File: src/rtl/sis_pkg.sv
package sis_pkg;

    localparam int MAX_NODES  = 64;
    localparam int MAX_DEGREE = 16;
    localparam int RATE_BITS  = 16;
    localparam int DRAW_BITS  = 16;

    localparam int NODE_W    = $clog2(MAX_NODES);
    localparam int SLOT_W    = $clog2(MAX_DEGREE);
    localparam int DEG_W     = $clog2(MAX_DEGREE + 1);
    localparam int NBR_DEPTH = MAX_NODES * MAX_DEGREE;
    localparam int PD_W      = DRAW_BITS + DEG_W;
    localparam int PR_W      = RATE_BITS + DEG_W;

    typedef enum logic [1:0] {
        CMD_ADD_EDGE = 2'd0,
        CMD_SET_NODE = 2'd1,
        CMD_EVAL     = 2'd2
    } cmd_code_t;

    typedef struct packed {
        logic item_ld;
        logic set_wr;
        logic look;
        logic deg_ld;
        logic add_wr;
        logic scan_step;
        logic mul_ld;
        logic cmp_ld;
        logic res_ld;
    } ctrl_t;

    typedef struct packed {
        logic [1:0] cmd;
        logic       self_inf;
        logic       deg_zero;
        logic       scan_last;
        logic       slot_free;
    } stat_t;

endpackage

File: src/rtl/sis_ctrl.sv
module sis_ctrl (
    input  logic              clk,
    input  logic              rst_n,
    input  logic              in_valid,
    output logic              in_ready,
    input  logic [1:0]        cmd,
    input  sis_pkg::stat_t    stat,
    output sis_pkg::ctrl_t    ctrl
);

    typedef enum logic [3:0] {
        S_IDLE,
        S_SET,
        S_LOOK,
        S_DEG,
        S_ADD,
        S_SCAN,
        S_MUL,
        S_CMP,
        S_FIN
    } state_t;

    state_t state_reg;
    state_t state_next;

    always_comb
    begin
        state_next = state_reg;
        case (state_reg)
            S_IDLE:
            begin
                if (in_valid)
                begin
                    case (cmd)
                        sis_pkg::CMD_ADD_EDGE: state_next = S_LOOK;
                        sis_pkg::CMD_EVAL:     state_next = S_LOOK;
                        sis_pkg::CMD_SET_NODE: state_next = S_SET;
                        default:               state_next = S_IDLE;
                    endcase
                end
            end
            S_SET:  state_next = S_IDLE;
            S_LOOK: state_next = S_DEG;
            S_DEG:
            begin
                if (stat.cmd == sis_pkg::CMD_ADD_EDGE)
                begin
                    state_next = S_ADD;
                end
                else if (stat.self_inf || stat.deg_zero)
                begin
                    state_next = S_MUL;
                end
                else
                begin
                    state_next = S_SCAN;
                end
            end
            S_ADD:  state_next = S_FIN;
            S_SCAN:
            begin
                if (stat.scan_last)
                begin
                    state_next = S_MUL;
                end
            end
            S_MUL:  state_next = S_CMP;
            S_CMP:  state_next = S_FIN;
            S_FIN:
            begin
                if (stat.slot_free)
                begin
                    state_next = S_IDLE;
                end
            end
            default: state_next = S_IDLE;
        endcase
    end

    always_ff @(posedge clk or negedge rst_n)
    begin
        if (!rst_n)
        begin
            state_reg <= S_IDLE;
        end
        else
        begin
            state_reg <= state_next;
        end
    end

    assign in_ready = (state_reg == S_IDLE);

    always_comb
    begin
        ctrl           = '0;
        ctrl.item_ld   = in_valid && in_ready;
        ctrl.set_wr    = (state_reg == S_SET);
        ctrl.look      = (state_reg == S_LOOK);
        ctrl.deg_ld    = (state_reg == S_DEG);
        ctrl.add_wr    = (state_reg == S_ADD);
        ctrl.scan_step = (state_reg == S_SCAN);
        ctrl.mul_ld    = (state_reg == S_MUL);
        ctrl.cmp_ld    = (state_reg == S_CMP);
        ctrl.res_ld    = (state_reg == S_FIN) && stat.slot_free;
    end

endmodule

File: config.mk
export PLATFORM = sky130hd
export DESIGN_NAME = sis_ctrl
export DESIGN_NICKNAME = d
export VERILOG_FILES = /design/src/rtl/sis_pkg.sv /design/src/rtl/sis_ctrl.sv
export SDC_FILE = /design/constraint.sdc
export NUM_CORES = 1
export LEC_CHECK = 0
export ABC_AREA = 1
export BUFFER_PORTS_ARGS = -buffer_cell sky130_fd_sc_hd__buf_2
export CORE_AREA = 2 2 39 41
export DETAILED_ROUTE_END_ITERATION = 16
export DIE_AREA = 0 0 41 43
export SLEW_MARGIN = 20
export SYNTH_ARGS = -nofsm -noshare
export SYNTH_HDL_FRONTEND = slang
export SYNTH_SLANG_ARGS = --single-unit
File: constraint.sdc
create_clock -name clk -period 1.9 [get_ports clk]
set_clock_uncertainty 0.1 [all_clocks]
set_input_delay 0.19 -clock clk [delete_from_list [all_inputs] [get_ports clk]]
set_output_delay 0.19 -clock clk [all_outputs]
set_load 0.01 [all_outputs]
==> results.py, run 1 <==
metrics = {
    "synthesis": {
        "synth.ff_latch_count": 4,
        "synth_cell_types": 13,
        "synth_fp_nets": 74,
        "synth_area_um2": 385.4,
        "syn_inst": 63,
        "seq_area_frac_synth": 0.2597,
        "ys_warn_count": 0,
        "syn_avg_cell_area_um2": 6.117,
    },
    "power": {
        "pwr-share-clk": 0.130,
        "power_frac_seq": 0.218,
        "leakage_nw": 0.3513,
        "p_int_mw": 0.4158,
        "p_sw_frac": 0.5028,
        "ir_drop_mv": 0.5446,
        "p_total_mw": 0.8364,
        "p_switching_mw": 0.4206,
        "powerDensity_mw_per_mm2": 1555,
        "power_frac_comb": 0.652,
    },
    "clocking": {
        "path_clk_slew_ns": 0.04,
        "h-tree-depth": 1,
        "cts_made_buffers": 3,
        "cts_sinks": 4,
        "clock_latency_ns": 0.24,
        "cts_tree": "done",
        "cts-root-buf": "clkbuf_4",
        "cts_buffer_depth": 2,
        "post-cts-setup-buffers": 0,
    },
    "cells_and_area": {
        "nets": 100,
        "final_cell_mix": "20 x buf_2, 14 x nor2_1, 11 x inv_1, 9 x nand2_1, 9 x nand3_1",
        "fillers": 151,
        "largest_reg_flops": 4,
        "final_common_cell": "buf_2",
        "area_growth_pct": 39.61,
        "multi_input_area_um2": 211.5,
        "seq_area_um2": 100.1,
        "drive_gt1_frac": 0.4023,
        "final_cells": 103,
        "finalInstanceArea_um2": 538.0,
        "final_util": 0.3888,
        "insertedDiodeCount": 0,
    },
    "sta": {
        "holdWs_ns": 0.1725,
        "final_hold_viol_count": 0,
        "rsz0062_at_grt": "no",
        "setup_viol": 0,
        "fmax_ghz": 0.6239,
        "post-route-period-util": 0.8437,
        "final.setup.tns_ns": 0,
        "finalMaxSlewViolations": 0,
        "relSlewSlack": 0.8122,
        "layout_min_cycle_time_ns": 1.603,
        "post-route-worst-setup-slack_ns": 0.2971,
        "worst_pin_slew_ns": 0.2815,
    },
    "floorplan": {
        "start_util": 0.2785,
        "core_mm2": 0.001384,
        "die_y_um": 43,
        "fp-row-count": 14,
        "io_pins": 21,
        "dieArea_mm2": 0.001763,
        "die_w_um": 41,
    },
    "detailed_routing": {
        "avgViaCountPerCell": 4.369,
        "drt_wl_total_um": 910,
        "drtIter0Drc": 5,
        "wl_per_cell_um": 8.835,
        "ant_nets": 0,
        "num_vias": 450,
        "route.detailed.drc": 0,
        "first_pass_iters": 4,
    },
    "placed_design": {
        "io_buffers": 20,
        "dpl-instance-area_um2": 505.5,
        "place_ws_ns": 0.5637,
        "dp.cells": 99,
        "gp_congestion": 0.7315,
        "dp_hpwl_um": 787,
    },
    "grt": {
        "first_global_vias": 409,
        "grt_pass1_wl_um": 1552,
        "antenna_found_initial": 0,
        "grt_overflow_total": 0,
        "grt_usage": 0.1319,
        "grt_max_degree": 7,
    },
    "worst_hold_path": {
        "hold_class": "in -> reg",
    },
    "setup_path": {
        "worstSetupPathType": "reg -> out",
        "crit_path_start_kind": "flip-flop",
        "critPathMaxFanout": 6,
        "cp_data_required_time_ns": 1.61,
        "end_kind": "output pin",
        "crit_arrival_ns": 1.31,
    },
    "outcome": {
        "outcome": "complete, no violations",
    },
    "flow_run": {
        "cap_violations": 0,
    },
}
==> Yosys cell counts (all sizes together) <==
cell     n  area (µm²)
bufinv   1       17.52
dfrtp    4       100.1
inv     15       56.30
nand2   11       46.29
nand3    9       45.04
nand4    1       12.51
nor2    18       87.58
nor3     3       15.01
o21ai    1       5.000
==> layer usage <==
layer  routed length, µm  share of wire  vias to the layer above  GRT usage
met3                  51          0.056                        2    0.06283
met2                 459           0.50                        9     0.1969
met5                   0              0                        -          0
met1                 391           0.43                      200     0.1623
li1                    -              -                      239          -
met4                   8         0.0088                        0    0.04000
==> path summary, 6_finish.rpt <==
kind                               from            to  slack, ns  cells past startpoint
max in group asynchronous         rst_n  state_reg[2]       1.39                      2
max reg2reg                state_reg[1]  state_reg[0]       0.58                      6
min in group asynchronous         rst_n  state_reg[3]       0.18                      2
max                        state_reg[1]       ctrl[4]       0.30                      4
min                             stat[1]  state_reg[0]       0.17                      4
min reg2reg                state_reg[3]  state_reg[3]       0.59                      2
==> power groups by stage <==
stage	clock network (mW)	logic, mW	registers, mW
6_report	0.109	0.546	0.182
3_5_place_dp	0	0.547	0.182
5_1_grt	0.119	0.625	0.186
3_3_place_gp	0	0.549	0.180
2_1_floorplan	0	0.401	0.175
4_1_cts	0.114	0.551	0.181
==> timing repair <==
action	4_1_cts	5_1_grt
hold buffers	1	0
gates resized for setup	0	0
endpoints found under the hold margin	4	0
==> final cells by class <==
type	instances	share of cell area
inverter	16	0.1372
multi-input combinational	43	0.3930
sequential	4	0.1860
timing repair buffer	21	0.2047
tap	16	0.03721
clock buffer	3	0.04186
==> cells by family after synthesis <==
| family | share of synthesized area |
|---|---|
| buffers and inverters | 0.1916 |
| AOI/OAI and AO/OA | 0.01297 |
| and+or+nand+nor | 0.5357 |
| DFF | 0.2598 |
==> critical path: stages, from the launching register on <==
cell and delay, ns:
dfrtp_1 0.43, nor2_2 0.28, inv_2 0.07, nor2_1 0.14, buf_2 0.15
(Power assumes the default switching activity.)
==> run 2: changes to the inputs <==
--- a/config.mk
+++ b/config.mk
@@ -5,7 +5,7 @@
 export SDC_FILE = /design/constraint.sdc
 export NUM_CORES = 1
 export LEC_CHECK = 0
-export ABC_AREA = 1
+export ABC_AREA = 0
 export BUFFER_PORTS_ARGS = -buffer_cell sky130_fd_sc_hd__buf_2
 export CORE_AREA = 2 2 39 41
 export DETAILED_ROUTE_END_ITERATION = 16
==> constraint.sdc (replaced) <==
create_clock -name clk -period 1.5 [get_ports clk]
set_clock_uncertainty 0.1 [all_clocks]
set_input_delay 0.15 -clock clk [delete_from_list [all_inputs] [get_ports clk]]
set_output_delay 0.15 -clock clk [all_outputs]
set_load 0.01 [all_outputs]
==> results.py, run 2 <==
metrics = {
    "grt": {
        "antenna_found_initial": 0,
        "grt_overflow_total": 0,
        "grt_usage": 0.1339,
        "first_global_vias": 423,
        "grt_max_degree": 9,
        "grt_pass1_wl_um": 1621,
    },
    "synthesis": {
        "synth_edf_count": 0,
        "synth_area_um2": 355.3,
        "synth.ff_latch_count": 4,
        "yosysTopAreaCell": "dfrtp_1",
        "syn_avg_cell_area_um2": 8.076,
        "syn_inst": 44,
        "ys_warn_count": 0,
        "synth_cell_types": 27,
        "ys_top_cells_by_area": "dfrtp_1 28%, nor2_1 6.3%, nor4b_1 4.9%",
        "netlist_top_cells_count": "6 x nor2_1, 4 x dfrtp_1, 3 x nand2_1, 3 x o21ai_0",
        "synth_fp_nets": 55,
        "ys_async_sr_fraction": 1.000,
        "seq_area_frac_synth": 0.2817,
        "yosys_most_used_dff": "dfrtp_1",
        "synth_top_area_share": 0.2817,
        "yosys.cell_count.top_type": "nor2_1",
    },
    "floorplan": {
        "io_pins": 21,
        "core_mm2": 0.001384,
        "die_w_um": 41,
        "start_util": 0.2568,
        "die_y_um": 43,
        "dieArea_mm2": 0.001763,
        "fp-row-count": 14,
    },
    "cells_and_area": {
        "final_cell_mix": "18 x buf_2, 8 x buf_6, 7 x buf_4, 5 x nor2_1",
        "largest_reg_flops": 4,
        "final_cells": 93,
        "insertedDiodeCount": 0,
        "area_growth_pct": 92.25,
        "drive_gt1_frac": 0.6753,
        "nets": 90,
        "finalInstanceArea_um2": 683.2,
        "fillers": 138,
        "final_common_cell": "buf_2",
        "final_util": 0.4937,
    },
    "placed_design": {
        "io_buffers": 20,
        "dp_hpwl_um": 678.7,
        "dp.cells": 81,
        "gp_congestion": 0.7287,
        "dpl-instance-area_um2": 491.7,
    },
    "detailed_routing": {
        "ant_nets": 0,
        "drtIter0Drc": 5,
        "route.detailed.drc": 0,
        "num_vias": 440,
        "drt_wl_total_um": 1013,
        "wl_per_cell_um": 10.89,
        "first_pass_iters": 2,
        "avgViaCountPerCell": 4.731,
    },
    "clocking": {
        "cts-root-buf": "clkbuf_4",
        "path_clk_slew_ns": 0.04,
        "clock_latency_ns": 0.23,
        "cts_made_buffers": 3,
        "cts_sinks": 4,
        "cts_buffer_depth": 2,
        "h-tree-depth": 1,
        "cts_tree": "done",
    },
    "sta": {
        "final_hold_viol_count": 0,
        "finalMaxSlewViolations": 0,
        "worst_pin_slew_ns": 0.2018,
        "rsz0062_at_grt": "yes",
        "setup_viol": 3,
        "fmax_ghz": 0.6575,
        "relSlewSlack": 0.8645,
        "layout_min_cycle_time_ns": 1.521,
        "final.setup.tns_ns": -0.04012,
        "post-route-period-util": 1.014,
        "post-route-worst-setup-slack_ns": -0.02086,
    },
    "setup_path": {
        "worstSetupPathType": "reg -> out",
        "critPathMaxFanout": 4,
        "crit_path_start_kind": "flip-flop",
        "end_kind": "output pin",
        "crit_path_end": "ctrl[0]",
        "reg2reg_depth": 5,
        "startpoint": "state_reg[2]",
        "cp_data_required_time_ns": 1.25,
        "r2r-start": "state_reg[2]",
        "crit_arrival_ns": 1.27,
        "r2r_end": "state_reg[0]",
        "rrSetupSlack_ns": 0.04,
        "slowest_delay_ns": 0.42,
        "crit_chain": "or2b_1 > nor4b_2 > buf_2",
        "cp_slowest_cell": "dfrtp_2",
    },
    "power": {
        "powerDensity_mw_per_mm2": 1725,
        "ir_drop_mv": 0.6414,
        "leakage_nw": 0.3339,
        "p_total_mw": 1.178,
    },
    "flow_run": {
        "cap_violations": 0,
    },
    "worst_hold_path": {
        "hold_class": "in -> reg",
    },
    "outcome": {
        "violations": "negative setup slack",
        "outcome": "finished, violations left",
    },
}
run 2: worst min-delay path by stage:
stage | startpoint | end | slack, ns | cells past startpoint
after floorplan | rst_n | state_reg[0] | -0.25 | 0
after global placement | rst_n | state_reg[3] | -0.14 | 1
after detailed placement | rst_n | state_reg[3] | -0.14 | 1
after CTS | stat[1] | state_reg[0] | 0.04 | 2
after global routing | stat[1] | state_reg[0] | 0.04 | 2
final | stat[1] | state_reg[0] | 0.04 | 2
run 2: kinds of logic (layout without fill, tap and decap cells):
family / Yosys count / in the layout / share of synthesized area
compound gates: 12 / 12 / 0.2359
flops: 4 / 4 / 0.2817
simple gates: 22 / 22 / 0.3698
xor+xnor: 1 / 1 / 0.02465
buf+inv: 5 / 38 / 0.08800
run 2: layer usage:
metal / wire, µm / vias up / GRT usage
met2: 519 / 16 / 0.2188
met4: 0 / 0 / 0.04000
met3: 58 / 0 / 0.06283
li1: - / 223 / -
met1: 435 / 201 / 0.1461
met5: 0 / - / 0
run 2: repair_timing:
action                                 in CTS  in global routing
endpoints found under the hold margin       4                  0
gates resized for setup                    16                  6
pin swaps                                   4                  7
hold buffers                                1                  0
buffers inserted                            8                  0
setup endpoints to repair                   7                 10
run 2: metrics by stage:
step           setup WS (ns)  hold WS (ns)
6_report            -0.02086       0.04354
5_1_grt             -0.09232       0.04104
4_1_cts             -0.07580       0.03517
3_5_place_dp         0.09574       -0.1412
3_3_place_gp          0.1153       -0.1399
2_1_floorplan        0.02114       -0.2456
run 2: layout make-up:
class,count,area [µm²],area share
timing repair buffer,34,242.7,0.3553
sequential,4,103.9,0.1520
multi-input combinational,35,290.3,0.4249
clock buffer,3,22.52,0.03297
tap,16,20.02,0.02930
inverter,1,3.754,0.005495
run 2: worst max-delay path, delay by kind of cell (launching register included):
| family | cells | cell delay, ns |
|---|---|---|
| buffers and inverters | 1 | 0.16 |
| flip-flops | 1 | 0.42 |
| AND/OR/NAND/NOR | 2 | 0.46 |
run 2: power breakdown:
part	internal (mW)	switching [mW]
Combinational	0.462	0.368
Clock	0.0894	0.0424
Sequential	0.156	0.0608
Total	0.707	0.471
==> run 3: changes to the inputs <==
==> constraint.sdc (replaced) <==
create_clock -name clk -period 1.45 [get_ports clk]
set_clock_uncertainty 0.1 [all_clocks]
set_input_delay 0.145 -clock clk [delete_from_list [all_inputs] [get_ports clk]]
set_output_delay 0.145 -clock clk [all_outputs]
set_load 0.01 [all_outputs]
==> results.py, run 3 (synthesized netlist as in run 2, its figures left out) <==
metrics = {
    "detailed_routing": {
        "first_pass_iters": 2,
        "top_layer": "met3",
        "wl_met3_um": 83,
        "met2_length_um": 550,
        "wl_per_cell_um": 10.71,
        "drtIter0Drc": 4,
        "ant_nets": 0,
        "drt_wl_total_um": 985,
        "num_vias": 446,
        "avgViaCountPerCell": 4.848,
        "route.detailed.drc": 0,
        "wl_met1_um": 351,
    },
    "setup_path": {
        "path_delay_family": "simple AND/OR/NAND/NOR gates",
        "critPathBufInv": 2,
        "slowest_delay_ns": 0.43,
        "cp_data_required_time_ns": 1.21,
        "crit_arrival_ns": 1.28,
        "worstSetupPathType": "reg -> out",
        "rrSetupSlack_ns": -0.04,
        "critPathMaxFanout": 4,
        "crit_path_start_kind": "flip-flop",
        "crit_chain": "nand3b_1 > or2_4 > inv_2 > buf_6",
        "cp_slowest_cell": "dfrtp_2",
        "end_kind": "output pin",
    },
    "power": {
        "power_frac_comb": 0.698,
        "p_sw_frac": 0.4017,
        "ir_drop_mv": 0.7036,
        "pwr-share-clk": 0.117,
        "leakage_nw": 0.3258,
        "power_frac_seq": 0.185,
        "p_int_mw": 0.7069,
        "p_switching_mw": 0.4746,
        "powerDensity_mw_per_mm2": 1759,
    },
    "placed_design": {
        "dp_hpwl_um": 747.9,
        "dp.cells": 81,
        "gp_congestion": 0.7345,
        "io_buffers": 20,
    },
    "cells_and_area": {
        "drive_gt1_frac": 0.7105,
        "seq_area_um2": 105.1,
        "final_cell_mix": "17 x buf_2, 10 x buf_4, 5 x buf_6, 4 x nor2_1, 4 x dfrtp_2",
        "fillers": 143,
        "largest_reg_flops": 4,
        "nets": 89,
        "final_cells": 92,
        "insertedDiodeCount": 0,
        "area_growth_pct": 89.08,
        "final_common_cell": "buf_2",
        "multi_input_area_um2": 294.0,
    },
    "floorplan": {
        "io_pins": 21,
        "die_w_um": 41,
        "core_mm2": 0.001384,
        "die_y_um": 43,
        "start_util": 0.2568,
        "fp-row-count": 14,
        "dieArea_mm2": 0.001763,
    },
    "grt": {
        "grt_max_degree": 7,
        "first_global_vias": 424,
        "grt_usage": 0.1331,
        "grt_overflow_total": 0,
        "grt_pass1_wl_um": 1580,
        "antenna_found_initial": 0,
    },
    "clocking": {
        "cts-root-buf": "clkbuf_4",
        "cts_buffer_depth": 2,
        "h-tree-depth": 1,
        "cts_tree": "done",
        "path_clk_slew_ns": 0.03,
        "clock_latency_ns": 0.24,
        "cts_sinks": 4,
        "cts_made_buffers": 3,
    },
    "outcome": {
        "violations": "negative setup slack",
        "outcome": "finished, violations left",
    },
    "worst_hold_path": {
        "hold_class": "in -> reg",
    },
    "flow_run": {
        "cap_violations": 0,
    },
    "sta": {
        "post-route-period-util": 1.052,
        "relSlewSlack": 0.8465,
        "finalMaxSlewViolations": 0,
        "final_hold_viol_count": 0,
        "worst_pin_slew_ns": 0.2298,
        "fmax_ghz": 0.6554,
        "rsz0062_at_grt": "yes",
        "layout_min_cycle_time_ns": 1.526,
        "holdWs_ns": 0.02879,
        "post-route-worst-setup-slack_ns": -0.07581,
        "setup_viol": 6,
    },
}
-- run 3: cell count changes in the layout (fill, tap and decap cells not counted), sizes merged --
cell | before | now
buf | 33 | 32
-- run 3: worst reg2reg max path: cells and delay by family (launching register included) --
family / cells / cell delay (ns)
flip-flops: 1 / 0.40
AND/OR/NAND/NOR: 1 / 0.34
AO/OA/AOI/OAI: 3 / 0.42
buffers and inverters: 1 / 0.14
-- run 3: area by class of cell --
cell class              instances  share of cell area
clock buffers                   3             0.03352
multi-input cells              35              0.4376
repair buffers                 33              0.3371
well taps                      16             0.02980
inverters                       1            0.005587
flip-flops and latches          4              0.1564
-- run 3: final timing paths --
path / startpoint / endpoint / cells past startpoint
hold reg to reg: state_reg[3] / state_reg[2] / 2
min in group asynchronous: rst_n / state_reg[2] / 2
max in group asynchronous: rst_n / state_reg[0] / 2
hold / removal: stat[1] / state_reg[0] / 2
setup / recovery: state_reg[1] / ctrl[3] / 4
setup reg to reg: state_reg[2] / state_reg[0] / 5
-- run 3: repair_timing --
item | CTS | global route
setup endpoints to repair | 8 | 11
endpoints found under the hold margin | 4 | 0
buffers inserted | 5 | 2
pin swaps | 4 | 3
gates resized for setup | 10 | 12
hold buffers | 1 | 0
-- run 3: stage by stage --
| stage | instance area, µm² | power, mW | util | worst slack [ns] | TNS, ns |
|---|---|---|---|---|---|
| finish | 671.9 | 1.182 | 0.4855 | -0.07581 | -0.2625 |
| global route | 671.9 | 1.290 | 0.4855 | -0.1644 | -0.9954 |
| CTS | 598.1 | 1.078 | 0.4322 | -0.08846 | -0.4050 |
| detailed placement | 498.0 | 0.8003 | 0.3599 | 0.05635 | 0 |
| global placement | 498.0 | 0.7921 | 0.3599 | 0.05910 | 0 |
| floorplan | 367.9 | 0.6192 | - | 0.06813 | 0 |
-- run 3: layer usage --
metal / vias up / global-route usage
met3: 0 / 0.07853
met5: - / 0
met4: 0 / 0.02000
met2: 17 / 0.2281
met1: 208 / 0.1336
li1: 221 / -
-- run 3: power by group through the flow --
| stage | clock network (mW) | logic, mW | registers [mW] |
|---|---|---|---|
| after floorplan | 0 | 0.440 | 0.179 |
| after global placement | 0 | 0.560 | 0.232 |
| after detailed placement | 0 | 0.565 | 0.235 |
| after CTS | 0.148 | 0.714 | 0.216 |
| after global routing | 0.162 | 0.901 | 0.228 |
| final | 0.138 | 0.825 | 0.218 |
